==> config.mk <==
export PLATFORM = sky130hd
export DESIGN_NAME = pdoc_decoder
export DESIGN_NICKNAME = d
export VERILOG_FILES = /design/src/rtl/core/pdoc_pkg.sv /design/src/rtl/core/pdoc_decoder.sv
export SDC_FILE = /design/constraint.sdc
export NUM_CORES = 1
export LEC_CHECK = 0
export BUFFER_PORTS_ARGS = -buffer_cell sky130_fd_sc_hd__buf_2
export CORE_MARGIN = 3
export CORE_UTILIZATION = 64
export DETAILED_ROUTE_END_ITERATION = 16
export HOLD_SLACK_MARGIN = 0.03
export PLACE_DENSITY = 0.87
export SKIP_LAST_GASP = 1
export SLEW_MARGIN = 10
export SYNTH_ARGS = -nofsm -noshare
export SYNTH_HDL_FRONTEND = slang
export SYNTH_SLANG_ARGS = --single-unit
export TNS_END_PERCENT = 100
==> constraint.sdc <==
create_clock -name clk -period 5.1 [get_ports clk]
set_clock_uncertainty 0.2 [all_clocks]
set_input_delay 1.02 -clock clk [delete_from_list [all_inputs] [get_ports clk]]
set_output_delay 1.02 -clock clk [all_outputs]
set_load 0.05 [all_outputs]
==> src/rtl/core/pdoc_pkg.sv <==
package pdoc_pkg;

  localparam int unsigned HIST_DEPTH = 2048;
  localparam int unsigned HIST_AW    = $clog2(HIST_DEPTH);
  localparam int unsigned CNT_W      = HIST_AW + 1;

  localparam logic [7:0] LIT_RUN_MAX  = 8'h08;
  localparam logic [7:0] PLAIN_MAX    = 8'h7F;
  localparam logic [7:0] SPACE_PAIR_LO = 8'hC0;
  localparam logic [7:0] FLIP_MASK    = 8'h80;
  localparam logic [7:0] SPACE_CHAR   = 8'h20;
  localparam logic [13:0] CODE_MASK   = 14'h3FFF;
  localparam logic [3:0] LEN_BIAS     = 4'd3;

  typedef enum logic [1:0] {
    ERR_NONE  = 2'd0,
    ERR_DIST  = 2'd1,
    ERR_TRUNC = 2'd2
  } err_e_t;

  typedef enum logic [1:0] {
    TOK_IDLE = 2'd0,
    TOK_LIT  = 2'd1,
    TOK_PAIR = 2'd2
  } tok_mode_t;

  typedef enum logic [3:0] {
    ST_ACCEPT = 4'b0001,
    ST_LIT2   = 4'b0010,
    ST_COPY   = 4'b0100,
    ST_TRUNC  = 4'b1000
  } dec_state_t;

  typedef struct packed {
    logic [7:0] in_byte;
    logic       last_in;
  } in_beat_t;

  typedef struct packed {
    logic [7:0] out_byte;
    logic       run_last;
    logic       record_end;
    logic [1:0] error;
  } out_beat_t;

  typedef struct packed {
    logic               en;
    logic [HIST_AW-1:0] addr;
    logic [7:0]         data;
  } hist_wr_t;

  typedef struct packed {
    logic               en;
    logic [HIST_AW-1:0] addr;
  } hist_rd_t;

endpackage

==> src/rtl/core/pdoc_decoder.sv <==
module pdoc_decoder (
  input  logic                clk,
  input  logic                rst_n,
  input  logic                in_valid,
  output logic                in_ready,
  input  pdoc_pkg::in_beat_t  in_data,
  output logic                res_valid,
  input  logic                res_ready,
  output pdoc_pkg::out_beat_t res_data,
  output pdoc_pkg::hist_wr_t  hist_wr,
  output pdoc_pkg::hist_rd_t  hist_rd,
  input  logic [7:0]          hist_rdata
);

  pdoc_pkg::dec_state_t state_r, state_nxt;
  pdoc_pkg::tok_mode_t  tok_r, tok_nxt;
  logic [3:0]                   lit_left_r, lit_left_nxt;
  logic [5:0]                   pair_hi_r, pair_hi_nxt;
  logic [pdoc_pkg::HIST_AW-1:0] wptr_r, wptr_nxt;
  logic [pdoc_pkg::CNT_W-1:0]   count_r, count_nxt;
  logic [3:0]                   copy_left_r, copy_left_nxt;
  logic                         last_r, last_nxt;
  logic [pdoc_pkg::HIST_AW-1:0] src_r, src_nxt;
  logic [7:0]                   hold_r, hold_nxt;
  logic                         byp_r;
  logic [7:0]                   byp_data_r;

  logic                         acc;
  logic                         dec_push;
  logic                         clear;
  logic [13:0]                  code;
  logic [pdoc_pkg::HIST_AW-1:0] back_dist;
  logic [3:0]                   len;
  logic                         dist_bad;
  logic [7:0]                   ram_byte;
  logic [7:0]                   c;

  assign c         = in_data.in_byte;
  assign code      = {pair_hi_r, c} & pdoc_pkg::CODE_MASK;
  assign back_dist = code[13:3];
  assign len       = {1'b0, code[2:0]} + pdoc_pkg::LEN_BIAS;
  assign dist_bad  = (back_dist == '0) || ({1'b0, back_dist} > count_r);
  assign ram_byte  = byp_r ? byp_data_r : hist_rdata;
  assign in_ready  = (state_r == pdoc_pkg::ST_ACCEPT) && res_ready;
  assign acc       = in_valid && in_ready;

  always_comb begin
    state_nxt     = state_r;
    tok_nxt       = tok_r;
    lit_left_nxt  = lit_left_r;
    pair_hi_nxt   = pair_hi_r;
    copy_left_nxt = copy_left_r;
    last_nxt      = last_r;
    src_nxt       = src_r;
    hold_nxt      = hold_r;
    res_valid     = 1'b0;
    res_data      = '0;
    dec_push      = 1'b0;
    clear         = 1'b0;
    hist_rd.en    = 1'b0;
    hist_rd.addr  = src_r;

    unique case (state_r)
      pdoc_pkg::ST_ACCEPT: begin
        if (acc) begin
          last_nxt = in_data.last_in;
          unique case (tok_r)
            pdoc_pkg::TOK_LIT: begin
              res_valid         = 1'b1;
              res_data.out_byte = c;
              dec_push          = 1'b1;
              lit_left_nxt      = lit_left_r - 4'd1;
              if (lit_left_r == 4'd1) begin
                tok_nxt             = pdoc_pkg::TOK_IDLE;
                res_data.run_last   = 1'b1;
                res_data.record_end = in_data.last_in;
                clear               = in_data.last_in;
              end else if (in_data.last_in) begin
                state_nxt = pdoc_pkg::ST_TRUNC;
              end else begin
                res_data.run_last = 1'b1;
              end
            end
            pdoc_pkg::TOK_PAIR: begin
              tok_nxt     = pdoc_pkg::TOK_IDLE;
              pair_hi_nxt = '0;
              if (dist_bad) begin
                res_valid           = 1'b1;
                res_data.error      = pdoc_pkg::ERR_DIST;
                res_data.run_last   = 1'b1;
                res_data.record_end = in_data.last_in;
                clear               = in_data.last_in;
              end else begin
                hist_rd.en    = 1'b1;
                hist_rd.addr  = wptr_r - back_dist;
                src_nxt       = wptr_r - back_dist + 1'b1;
                copy_left_nxt = len;
                state_nxt     = pdoc_pkg::ST_COPY;
              end
            end
            default: begin
              if (c != 8'h00 && c <= pdoc_pkg::LIT_RUN_MAX) begin
                tok_nxt      = pdoc_pkg::TOK_LIT;
                lit_left_nxt = c[3:0];
                if (in_data.last_in) begin
                  state_nxt = pdoc_pkg::ST_TRUNC;
                end
              end else if (c <= pdoc_pkg::PLAIN_MAX) begin
                res_valid           = 1'b1;
                res_data.out_byte   = c;
                res_data.run_last   = 1'b1;
                res_data.record_end = in_data.last_in;
                dec_push            = 1'b1;
                clear               = in_data.last_in;
              end else if (c >= pdoc_pkg::SPACE_PAIR_LO) begin
                res_valid         = 1'b1;
                res_data.out_byte = pdoc_pkg::SPACE_CHAR;
                dec_push          = 1'b1;
                hold_nxt          = c ^ pdoc_pkg::FLIP_MASK;
                state_nxt         = pdoc_pkg::ST_LIT2;
              end else begin
                tok_nxt     = pdoc_pkg::TOK_PAIR;
                pair_hi_nxt = c[5:0];
                if (in_data.last_in) begin
                  state_nxt = pdoc_pkg::ST_TRUNC;
                end
              end
            end
          endcase
        end
      end
      pdoc_pkg::ST_LIT2: begin
        if (res_ready) begin
          res_valid           = 1'b1;
          res_data.out_byte   = hold_r;
          res_data.run_last   = 1'b1;
          res_data.record_end = last_r;
          dec_push            = 1'b1;
          clear               = last_r;
          state_nxt           = pdoc_pkg::ST_ACCEPT;
        end
      end
      pdoc_pkg::ST_COPY: begin
        if (res_ready) begin
          res_valid         = 1'b1;
          res_data.out_byte = ram_byte;
          dec_push          = 1'b1;
          copy_left_nxt     = copy_left_r - 4'd1;
          if (copy_left_r == 4'd1) begin
            res_data.run_last   = 1'b1;
            res_data.record_end = last_r;
            clear               = last_r;
            state_nxt           = pdoc_pkg::ST_ACCEPT;
          end else begin
            hist_rd.en   = 1'b1;
            hist_rd.addr = src_r;
            src_nxt      = src_r + 1'b1;
          end
        end
      end
      pdoc_pkg::ST_TRUNC: begin
        if (res_ready) begin
          res_valid           = 1'b1;
          res_data.error      = pdoc_pkg::ERR_TRUNC;
          res_data.run_last   = 1'b1;
          res_data.record_end = 1'b1;
          clear               = 1'b1;
          state_nxt           = pdoc_pkg::ST_ACCEPT;
        end
      end
      default: begin
        state_nxt = pdoc_pkg::ST_ACCEPT;
      end
    endcase
  end

  assign hist_wr.en   = dec_push;
  assign hist_wr.addr = wptr_r;
  assign hist_wr.data = res_data.out_byte;

  always_comb begin
    wptr_nxt  = wptr_r;
    count_nxt = count_r;
    if (dec_push) begin
      wptr_nxt = wptr_r + 1'b1;
      if (count_r != pdoc_pkg::CNT_W'(pdoc_pkg::HIST_DEPTH)) begin
        count_nxt = count_r + 1'b1;
      end
    end
  end

  always_ff @(posedge clk) begin
    if (!rst_n) begin
      state_r     <= pdoc_pkg::ST_ACCEPT;
      tok_r       <= pdoc_pkg::TOK_IDLE;
      lit_left_r  <= '0;
      pair_hi_r   <= '0;
      wptr_r      <= '0;
      count_r     <= '0;
      copy_left_r <= '0;
      last_r      <= 1'b0;
    end else begin
      state_r     <= state_nxt;
      copy_left_r <= copy_left_nxt;
      last_r      <= last_nxt;
      if (clear) begin
        tok_r      <= pdoc_pkg::TOK_IDLE;
        lit_left_r <= '0;
        pair_hi_r  <= '0;
        wptr_r     <= '0;
        count_r    <= '0;
      end else begin
        tok_r      <= tok_nxt;
        lit_left_r <= lit_left_nxt;
        pair_hi_r  <= pair_hi_nxt;
        wptr_r     <= wptr_nxt;
        count_r    <= count_nxt;
      end
    end
  end

  always_ff @(posedge clk) begin
    src_r  <= src_nxt;
    hold_r <= hold_nxt;
    if (hist_rd.en) begin
      byp_r      <= hist_wr.en && (hist_wr.addr == hist_rd.addr);
      byp_data_r <= hist_wr.data;
    end
  end

endmodule

Yosys cells after proc, flatten, opt, wreduce, memory -nomap -nowiden
Cells that the tools add are included.
{ "totals": {"ff_bits": 72, "latchBits": 0, "mem_bits_rw": 0, "rom_bits": 0, "input_bits": 21, "output_inout_bits": 46, "n_memories": 0} }
{ "classes": {"addsub": 8, "mul": 0, "n_div": 0, "n_lt_le_gt_ge": 4, "eq_ne": 26, "n_shift": 0, "mux": 80, "bitwise_logic": 7, "reduce_logical": 23} }
{ "op_table": {"columns": ["operator", "count"], "rows": [
  ["$mux W12", 6],
  ["$mux W4", 17],
  ["$mux W11", 5],
  ["$add A11 B1 Y11 const B", 3],
  ["$mux W10", 3],
  ["$mux W6", 4],
  ["$pmux W12 S2", 1],
  ["$pmux W4 S2", 3],
  ["$pmux W8 S3", 1],
  ["$pmux W11 S2", 1],
  ["$reduce_and A6 Y1", 3],
  ["$mux W1", 17],
  ["$mux W8", 2],
  ["$pmux W8 S2", 1],
  ["$mux W2", 7],
  ["$add A12 B1 Y12 const B", 1],
  ["$eq A4 B1 Y1 const B", 3],
  ["$gt A11 B12 Y1", 1],
  ["$ne A12 B12 Y1 const B", 1],
  ["$ne A2 B2 Y1 const B", 6],
  ["$pmux W2 S2", 3],
  ["$pmux W4 S3", 1],
  ["$pmux W6 S2", 1],
  ["$eq A11 B11 Y1", 1],
  ["other kinds (30)", 56]
]} }

Longest topological paths before layout
Gate-level depths: netlist of run 1.
{ "depth": {"depth_word": 8, "ltp_mapped": 12, "ltp_nobuf": 11} }

Worst setup path before layout of run 1
Ideal clock, no wire load.
{ "synth_path": {"path_type": "input -> output", "startpoint": "in in_data[5] in the netlist's numbering", "endpoint": "out hist_rd[10] in the netlist's numbering", "t_arrival_ns": 3.654, "required_ns": 3.880, "path_slack_ns": 0.226, "stages": 9, "cell_sequence": "ha_1 nor2b_1 o21a_1 o21ai_1 a21oi_1 o311ai_2 nand4_2 clkbuf_1 o21ai_0"} }
{ "synth_lines": {"columns": ["element", "line", "source"], "rows": [
  ["start, declared", "pdoc_decoder.sv:6", "input pdoc_pkg::in_beat_t in_data,"],
  ["end, declared", "pdoc_decoder.sv:11", "output pdoc_pkg::hist_rd_t hist_rd,"]
]} }

==> results of run 1 <==
cells in the final DEF (no fill, tap or decap), types with 4 or more instances in the layout:
master    netlist  final
clkbuf_8        0      9
o21ai_0        32     32
a221o_1         5      5
or3_1           4      4
xnor2_1        41     41
a22oi_1         9      9
mux2_2          6      6
inv_1          43     43
buf_2          12     66
nand3_1        21     21
xor2_1         20     20
nor3_1         46     46
o21ai_1         5      5
dfxtp_1        44     44
buf_4          10      8
mux2i_1        12     12
ha_1           32     32
nor4_1          9      9
a21oi_1        31     31
and3_1          9      9
nand4_1        13     13
nor2b_1         5      5
and2_1          8      8
nand2_1        37     37
edfxtp_1       28     28
nor2_1         42     42
per-stage QoR:
step / area [um^2] / util, % / std cells / setup slack [ps]
after floorplan: 5330 / - / 612 / 226
after global placement: 5650 / 71.7 / 750 / 614
after detailed placement: 5650 / 71.7 / 750 / 580
after CTS: 5840 / 74.0 / 766 / 564
after global routing: 5840 / 74.0 / 766 / 379
final: 5840 / 74.0 / 766 / 494
state kept, by name (all words and copies together), names as in the netlist:
signal       flops
count_r         12
src_r           11
wptr_r          11
byp_data_r       8
hold_r           8
pair_hi_r        6
copy_left_r      4
lit_left_r       4
state_r          4
tok_r            2
byp_r            1
last_r           1
worst max-delay path: stages:
cell and delay, ps:
buf_2 190, inv_1 140, ha_1 400, and2_1 210
o21ai_0 260, nand3_1 200, a31oi_1 210, o21bai_1 120
xnor2_1 190, o21ai_0 170, buf_2 280
report_power, final:
part           internal (W)  switching, W
registers          0.000607     0.0000120
clock network      0.000186      0.000254
logic             0.0000783      0.000157
per-layer routing:
layer,wire length (um),share of wire [%]
met5,0,0
met4,229,1.7
met3,1220,9.0
met2,6570,48
met1,5570,41
layout make-up:
cell class / count / area share (%)
timing repair buffer: 74 / 6.69
clock buffer: 9 / 2.12
sequential: 72 / 29.5
clock inverter: 7 / 1.07
tap: 102 / 2.19
inverter: 45 / 2.89
multi-input combinational: 457 / 55.6
logic make-up after synthesis:
family	count (synthesis)	synth area share (%)
buf+inv	83	6.83
compound gates	130	17.7
mux	18	3.52
simple gates	215	21.8
xor+xnor	61	10.0
flops	72	32.3
fa+ha+maj	33	7.89
final timing paths:
kind	startpoint	to	slack, ps	cells past startpoint
worst max-delay path	in_data[8]	hist_rd[10]	490	11
worst min-delay path	copy_left_r[1]	copy_left_r[1]	290	2
worst max register to register	wptr_r[0]	byp_r	1590	11
worst min register to register	copy_left_r[1]	copy_left_r[1]	290	2
==> results.py, run 1 <==
metrics = {
    "drt": {
        "drc": 0,
        "vias": 4980,
        "drtIter0Drc": 461,
        "wirelength_mm": 13.6,
        "via_per_inst": 6.50,
        "post_drt_wl_per_cell_um": 17.7,
        "antenna_left": 0,
        "dr.pass1.iters": 7,
    },
    "floorplanning": {
        "initial_core_util_pct": 67.6,
        "placementRows": 32,
        "core_area_um2": 7890,
        "die_w_um": 97.3,
        "die_area_um2": 9460,
        "ios": 67,
        "fp.dieH_um": 97.3,
    },
    "clocking": {
        "h-tree-depth": 3,
        "clock_sinks": 72,
        "cts_buffers": 9,
        "cts.clk_slew.worst_paths_ps": 90,
        "root_buffer": "clkbuf_8",
        "clock_latency_ps": 360,
        "holdBufCountCts": 0,
        "cts.repair.resized": 0,
        "cts_tree": "yes",
        "post_cts_buffers": 0,
        "clockBufferDepth": 2,
    },
    "layout": {
        "final_net_count": 713,
        "multi_input_area_um2": 3240,
        "fillers": 564,
        "drive_gt1_share_pct": 18.1,
        "diodes": 0,
        "syn2layout_area_growth_pct": 9.56,
        "regArea_um2": 1720,
    },
    "job": {
        "cap_violations": 0,
    },
    "timing": {
        "setup_tns_ps": 0,
        "fin_crit_sh_pct": 90.3,
        "fmax_mhz": 217,
        "drv_slew": 0,
        "tightest_slew_ps": 1050,
        "whs_ps": 291,
        "hold_violations": 0,
        "period_minus_slack_ps": 4610,
        "relSlewSlack_pct": 29.2,
        "finalSetupViolations": 0,
        "rsz0062_at_grt": "false",
    },
    "critical_path": {
        "start_kind": "input pin",
        "arrival_ps": 3390,
        "worstPathRequired_ps": 3880,
        "path_class": "input pin to output pin",
        "path_max_fanout": 9,
        "endpoint_kind": "output pin",
    },
    "grt": {
        "grtUsageTotal_pct": 27.8,
        "met2_usage_pct": 45.9,
        "grt_use_met3_pct": 6.39,
        "grt_busiest_layer": "met2",
        "grt_pass1_wl_mm": 22.1,
        "grt_overflow_total": 0,
        "antenna_found_initial": 0,
        "grt_max_degree": 36,
        "use_met1_pct": 36.6,
        "grt_pass1_vias": 4532,
    },
    "synth": {
        "synth_largest_area_cell": "dfxtp_1",
        "yosys-top-cells-area": "dfxtp_1 (17%), edfxtp_1 (16%), ha_1 (7.5%)",
        "synthCells": 612,
        "ys_ff_latch": 72,
        "async_flop_share_pct": 0,
        "synth_nets": 666,
        "ys_seq_area_share_pct": 32.3,
        "yosysMostFrequentCell": "nor3_1",
        "syn_avg_cell_area_um2": 8.71,
        "synthDistinctLibCells": 74,
        "netlist_area_um2": 5330,
        "synth-main-ff-cell": "dfxtp_1",
        "yosys.area.top_type_share_pct": 16.5,
        "synthTopCellsByCount": "nor3_1 (46), dfxtp_1 (44), inv_1 (43)",
        "synth_warnings": 0,
        "synth_edf_count": 28,
    },
    "worst_hold_path": {
        "hold_class": "register to register",
    },
    "power_and_ir_drop": {
        "p_per_area_nw_per_um2": 222,
        "leakagePower_nw": 2.36,
        "max-vdd-ir-drop_v": 0.000180,
        "power_w": 0.00129,
    },
    "run_status": {
        "status": "finished clean",
    },
    "placed_design": {
        "hpwlAfterDp_mm": 10.0,
        "gp_congestion": 0.943,
        "portBuffers": 66,
    },
}
Note: power is estimated with default switching activity, not from simulation.
==> inputs of run 2 (changes only) <==
--- a/config.mk
+++ b/config.mk
@@ -5,6 +5,7 @@
 export SDC_FILE = /design/constraint.sdc
 export NUM_CORES = 1
 export LEC_CHECK = 0
+export ABC_AREA = 1
 export BUFFER_PORTS_ARGS = -buffer_cell sky130_fd_sc_hd__buf_2
 export CORE_MARGIN = 3
 export CORE_UTILIZATION = 64
==> results.py, run 2 <==
metrics = {
    "power_and_ir_drop": {
        "leakagePower_nw": 2.68,
        "p_per_area_nw_per_um2": 379,
        "max-vdd-ir-drop_v": 0.000295,
        "power_w": 0.00225,
    },
    "drt": {
        "via_per_inst": 5.79,
        "drc": 0,
        "dr.pass1.iters": 7,
        "vias": 5423,
        "wirelength_mm": 14.8,
        "post_drt_wl_per_cell_um": 15.8,
        "drtIter0Drc": 326,
        "antenna_left": 0,
    },
    "floorplanning": {
        "fp.dieH_um": 97.5,
        "die_w_um": 97.5,
        "placementRows": 32,
        "core_area_um2": 7930,
        "die_area_um2": 9510,
        "initial_core_util_pct": 67.6,
        "ios": 67,
    },
    "synth": {
        "yosys-top-cells-area": "dfxtp_1 (16%), edfxtp_1 (16%), nand2_1 (13%)",
        "synth_edf_count": 28,
        "syn_avg_cell_area_um2": 6.97,
        "synthCells": 769,
        "ys_seq_area_share_pct": 32.1,
        "synth_largest_area_cell": "dfxtp_1",
        "synthDistinctLibCells": 50,
        "synthTopCellsByCount": "nand2_1 (188), inv_1 (110), nor2_1 (83)",
        "yosysMostFrequentCell": "nand2_1",
        "ys_ff_latch": 72,
        "async_flop_share_pct": 0,
        "synth_warnings": 0,
        "yosys.area.top_type_share_pct": 16.4,
        "synth-main-ff-cell": "dfxtp_1",
        "synth_nets": 823,
        "netlist_area_um2": 5360,
    },
    "grt": {
        "grtUsageTotal_pct": 31.8,
        "antenna_found_initial": 0,
        "grt_max_degree": 33,
        "grt_overflow_total": 0,
        "grt_pass1_vias": 5273,
        "grt_pass1_wl_mm": 24.9,
    },
    "clocking": {
        "h-tree-depth": 3,
        "cts.clk_slew.worst_paths_ps": 80,
        "holdBufCountCts": 0,
        "post_cts_buffers": 0,
        "clock_sinks": 72,
        "cts_tree": "yes",
        "cts_buffers": 9,
        "cts.repair.resized": 0,
        "clock_latency_ps": 350,
        "root_buffer": "clkbuf_8",
        "clockBufferDepth": 2,
    },
    "timing": {
        "relSlewSlack_pct": 36.4,
        "hold_violations": 0,
        "period_minus_slack_ps": 4520,
        "tightest_slew_ps": 952,
        "fin_crit_sh_pct": 88.6,
        "fmax_mhz": 221,
        "setup_tns_ps": 0,
        "rsz0062_at_grt": "false",
        "drv_slew": 0,
        "finalSetupViolations": 0,
    },
    "critical_path": {
        "path_class": "input pin to output pin",
        "crit_cells": 16,
        "cp_top_family": "simple AND/OR/NAND/NOR gates",
        "r2r-start": "count_r[5]",
        "endpoint_kind": "output pin",
        "worstPathRequired_ps": 3880,
        "cp-endpoint": "hist_rd[11]",
        "crit_chain": "buf_2, ha_1, nand2_1, nand2_1, nand2_1, nand2_1, nand2_1, nand3_1, nand2_1, nand2_1, nor2_1, o21a_1, inv_1, nor2_1, buf_4, buf_2",
        "critPathMaxStageDelay_ps": 330,
        "crit_top_cell": "nand2_1",
        "rr_worst_depth": 15,
        "path_max_fanout": 10,
        "arrival_ps": 3300,
        "worst-path-buf-inv": 4,
        "r2r_slack_ps": 1560,
        "setup.worst_path.start": "in_data[5]",
        "start_kind": "input pin",
        "r2r_end": "pair_hi_r[1]",
        "slowest_stage": "ha_1",
    },
    "layout": {
        "diodes": 0,
        "syn2layout_area_growth_pct": 10.5,
        "final_cells": 937,
        "final_net_count": 884,
        "final_common_cell": "nand2_1",
        "fin_area_um2": 5920,
        "fin_util_pct": 74.7,
        "regMostFlops": "count_r",
        "largest_register_ffs": 12,
        "drive_gt1_share_pct": 14.6,
        "final_cell_mix": "nand2_1 (188), inv_1 (110), nor2_1 (83)",
        "top_regs": "count_r x12, src_r x11, wptr_r x11",
    },
    "placed_design": {
        "placed_cells": 921,
        "hpwlAfterDp_mm": 11.4,
        "placed_area_um2": 5720,
        "gp_congestion": 0.943,
        "portBuffers": 66,
    },
    "job": {
        "cap_violations": 0,
    },
    "worst_hold_path": {
        "hold_class": "register to register",
        "hold_path_depth": 2,
    },
    "run_status": {
        "status": "finished clean",
    },
}
-- run 2: changes by cell type in the layout (fill, tap and decap cells not counted), sizes merged, moves of 6 or more --
cell | before | now
a211oi | 3 | 10
a21oi | 31 | 49
a22oi | 9 | 0
and2 | 8 | 1
and3 | 9 | 0
inv | 47 | 119
mux2 | 6 | 0
mux2i | 12 | 2
nand2 | 37 | 191
nand3 | 21 | 55
nor2 | 43 | 91
nor3 | 47 | 18
nor4 | 11 | 3
xnor2 | 41 | 5
-- run 2: layout make-up --
| class | count | area, um^2 |
|---|---|---|
| repair buffers | 71 | 368 |
| clock buffers | 13 | 180 |
| fillers | 684 | 2010 |
| flip-flops and latches | 72 | 1720 |
| well taps | 102 | 128 |
| inverters | 120 | 450 |
| clock inverters | 3 | 22.5 |
| multi-input cells | 556 | 3050 |
-- run 2: how the worst min path moves through the flow --
stage                start     endpoint
2_1_floorplan  count_r[10]  count_r[10]
3_3_place_gp   count_r[10]  count_r[10]
3_5_place_dp   count_r[10]  count_r[10]
4_1_cts        count_r[10]  count_r[10]
5_1_grt             last_r       last_r
6_report       count_r[10]  count_r[10]
-- run 2: cells by family after synthesis --
| logic type | Yosys count | share of synthesized area, % |
|---|---|---|
| simple gates | 384 | 32.8 |
| buf+inv | 141 | 11.0 |
| compound gates | 117 | 12.6 |
| flops | 72 | 32.1 |
| fa+ha+maj | 33 | 7.84 |
| xor+xnor | 20 | 3.27 |
| mux | 2 | 0.373 |
-- run 2: worst register-to-register path: cells and delay by family, from the launching register on --
kind                     cells  cell delay [ps]
AO/OA/AOI/OAI                1              320
adder cells (fa/ha/maj)      1              320
buffers and inverters        3              650
flip-flops                   1              420
AND/OR/NAND/NOR             10             1560
-- run 2: report_power, final --
part           switching, W  internal, W  leakage (nW)
combinational      0.000713     0.000265          1.97
clock              0.000225     0.000235         0.105
sequential        0.0000767     0.000732         0.607
-- run 2: metrics by stage --
| step | hold slack, ps | setup slack, ps |
|---|---|---|
| floorplan | 239 | 56.6 |
| global placement | 250 | 742 |
| detailed placement | 260 | 640 |
| CTS | 271 | 616 |
| global route | 277 | 360 |
| finish | 270 | 583 |
-- run 2: layer usage --
metal	up-vias	GRT usage (%)	wire length [um]
met1	2486	39.4	6330
met2	230	53.8	7070
li1	2655	-	-
met5	-	0	0
met4	0	13.5	505
met3	52	6.03	927
==> inputs of run 3 (changes only) <==
--- a/config.mk
+++ b/config.mk
@@ -7,11 +7,13 @@
 export LEC_CHECK = 0
 export ABC_AREA = 1
 export BUFFER_PORTS_ARGS = -buffer_cell sky130_fd_sc_hd__buf_2
+export CELL_PAD_IN_SITES_DETAIL_PLACEMENT = 1
+export CELL_PAD_IN_SITES_GLOBAL_PLACEMENT = 1
 export CORE_MARGIN = 3
-export CORE_UTILIZATION = 64
+export CORE_UTILIZATION = 46
 export DETAILED_ROUTE_END_ITERATION = 16
 export HOLD_SLACK_MARGIN = 0.03
-export PLACE_DENSITY = 0.87
+export PLACE_DENSITY_LB_ADDON = 0.1
 export SKIP_LAST_GASP = 1
 export SLEW_MARGIN = 10
 export SYNTH_ARGS = -nofsm -noshare
==> results.py, run 3 (synthesized netlist as in run 2, its figures left out) <==
metrics = {
    "run_status": {
        "status": "finished clean",
    },
    "floorplanning": {
        "fp.dieH_um": 114,
        "die_w_um": 114,
        "placementRows": 38,
        "ios": 67,
        "initial_core_util_pct": 48.2,
        "core_area_um2": 11100,
        "die_area_um2": 13000,
    },
    "critical_path": {
        "arrival_ps": 3360,
        "crit_top_cell": "nand2_1",
        "rr_worst_depth": 18,
        "critPathMaxStageDelay_ps": 330,
        "worstPathRequired_ps": 3880,
        "slowest_stage": "ha_1",
        "start_kind": "input pin",
        "path_max_fanout": 10,
        "crit_chain": "buf_2, ha_1, nand2_1, nand2_1, nand2_1, nand2_1, nand2_1, nand3_1, nand2_1, nand2_1, nor2_1, o21a_1, inv_1, nor2_1, buf_4, buf_2",
        "cp_top_family": "simple AND/OR/NAND/NOR gates",
        "worst-path-buf-inv": 4,
        "endpoint_kind": "output pin",
        "crit_cells": 16,
        "path_class": "input pin to output pin",
    },
    "clocking": {
        "cts.clk_slew.worst_paths_ps": 60,
        "holdBufCountCts": 0,
        "cts.repair.resized": 0,
        "post_cts_buffers": 0,
        "h-tree-depth": 3,
        "clock_sinks": 72,
        "clock_latency_ps": 340,
        "cts_buffers": 9,
        "root_buffer": "clkbuf_16",
        "cts_tree": "yes",
        "clockBufferDepth": 2,
    },
    "layout": {
        "multi_input_area_um2": 3050,
        "regArea_um2": 1720,
        "final_common_cell": "nand2_1",
        "final_net_count": 885,
        "fillers": 1519,
        "final_cell_mix": "nand2_1 (188), inv_1 (110), nor2_1 (83)",
        "top_regs": "count_r x12, src_r x11, wptr_r x11",
        "regMostFlops": "count_r",
        "syn2layout_area_growth_pct": 12.5,
        "drive_gt1_share_pct": 14.2,
        "largest_register_ffs": 12,
        "diodes": 0,
    },
    "placed_design": {
        "hpwlAfterDp_mm": 13.6,
        "portBuffers": 66,
        "dpl_worst_slack_ps": 550,
        "gp_congestion": 0.889,
    },
    "timing": {
        "finalSetupViolations": 0,
        "fmax_mhz": 218,
        "setup_ws_ps": 522,
        "fin_crit_sh_pct": 89.8,
        "setup_tns_ps": 0,
        "whs_ps": 285,
        "drv_slew": 0,
        "period_minus_slack_ps": 4580,
        "hold_violations": 0,
        "tightest_slew_ps": 740,
        "relSlewSlack_pct": 50.6,
        "rsz0062_at_grt": "false",
    },
    "grt": {
        "grt_pass1_vias": 5765,
        "grt_max_degree": 36,
        "grt_overflow_total": 0,
        "grt_pass1_wl_mm": 28.3,
        "grtUsageTotal_pct": 27.4,
        "antenna_found_initial": 0,
    },
    "drt": {
        "drtIter0Drc": 261,
        "vias": 5492,
        "dr.pass1.iters": 5,
        "via_per_inst": 5.63,
        "wirelength_mm": 17.2,
        "drc": 0,
        "antenna_left": 0,
        "post_drt_wl_per_cell_um": 17.6,
    },
    "worst_hold_path": {
        "hold_path_depth": 2,
        "hold_class": "register to register",
    },
    "power_and_ir_drop": {
        "leakagePower_nw": 2.70,
        "p_per_area_nw_per_um2": 394,
        "max-vdd-ir-drop_v": 0.000262,
    },
    "job": {
        "cap_violations": 0,
    },
}
run 3: layout make-up:
cell class,count,share of cell area (%)
timing repair buffer,72,6.23
sequential,72,28.6
clock buffer,11,3.86
inverter,120,7.47
multi-input combinational,556,50.6
tap,140,2.91
clock inverter,5,0.394
run 3: path summary, 6_finish.rpt:
check	from	to	slack, ps
worst max-delay path	in_data[5]	hist_rd[11]	520
worst min-delay path	last_r	last_r	280
worst max register to register	count_r[5]	byp_r	1590
worst min register to register	last_r	last_r	280
run 3: through the flow:
step	std cells	power [W]	utilization [%]	cell area [um^2]
2_1_floorplan	769	0.00154	-	5360
3_3_place_gp	960	0.00177	51.9	5770
3_5_place_dp	960	0.00181	51.9	5770
4_1_cts	976	0.00239	54.2	6030
5_1_grt	976	0.00252	54.2	6030
6_report	976	0.00238	54.2	6030
run 3: where the power goes:
part / total (W) / switching, W / internal, W
Clock: 0.000574 / 0.000250 / 0.000324
Sequential: 0.000816 / 0.0000827 / 0.000733
Combinational: 0.000987 / 0.000723 / 0.000265
run 3: tightest hold or removal path, cell delays in order (launching register included):
cell     delay, ps
dfxtp_1        310
nand2_1         60
a21oi_1         60
run 3: metal layers:
layer | GRT usage, % | wire (um) | share of wire, % | vias to the layer above
met1 | 34.3 | 7500 | 44 | 2644
met3 | 4.67 | 923 | 5.4 | 44
met2 | 46.0 | 8150 | 47 | 151
li1 | - | - | - | 2653
met5 | 0 | 0 | 0 | -
met4 | 12.9 | 616 | 3.6 | 0
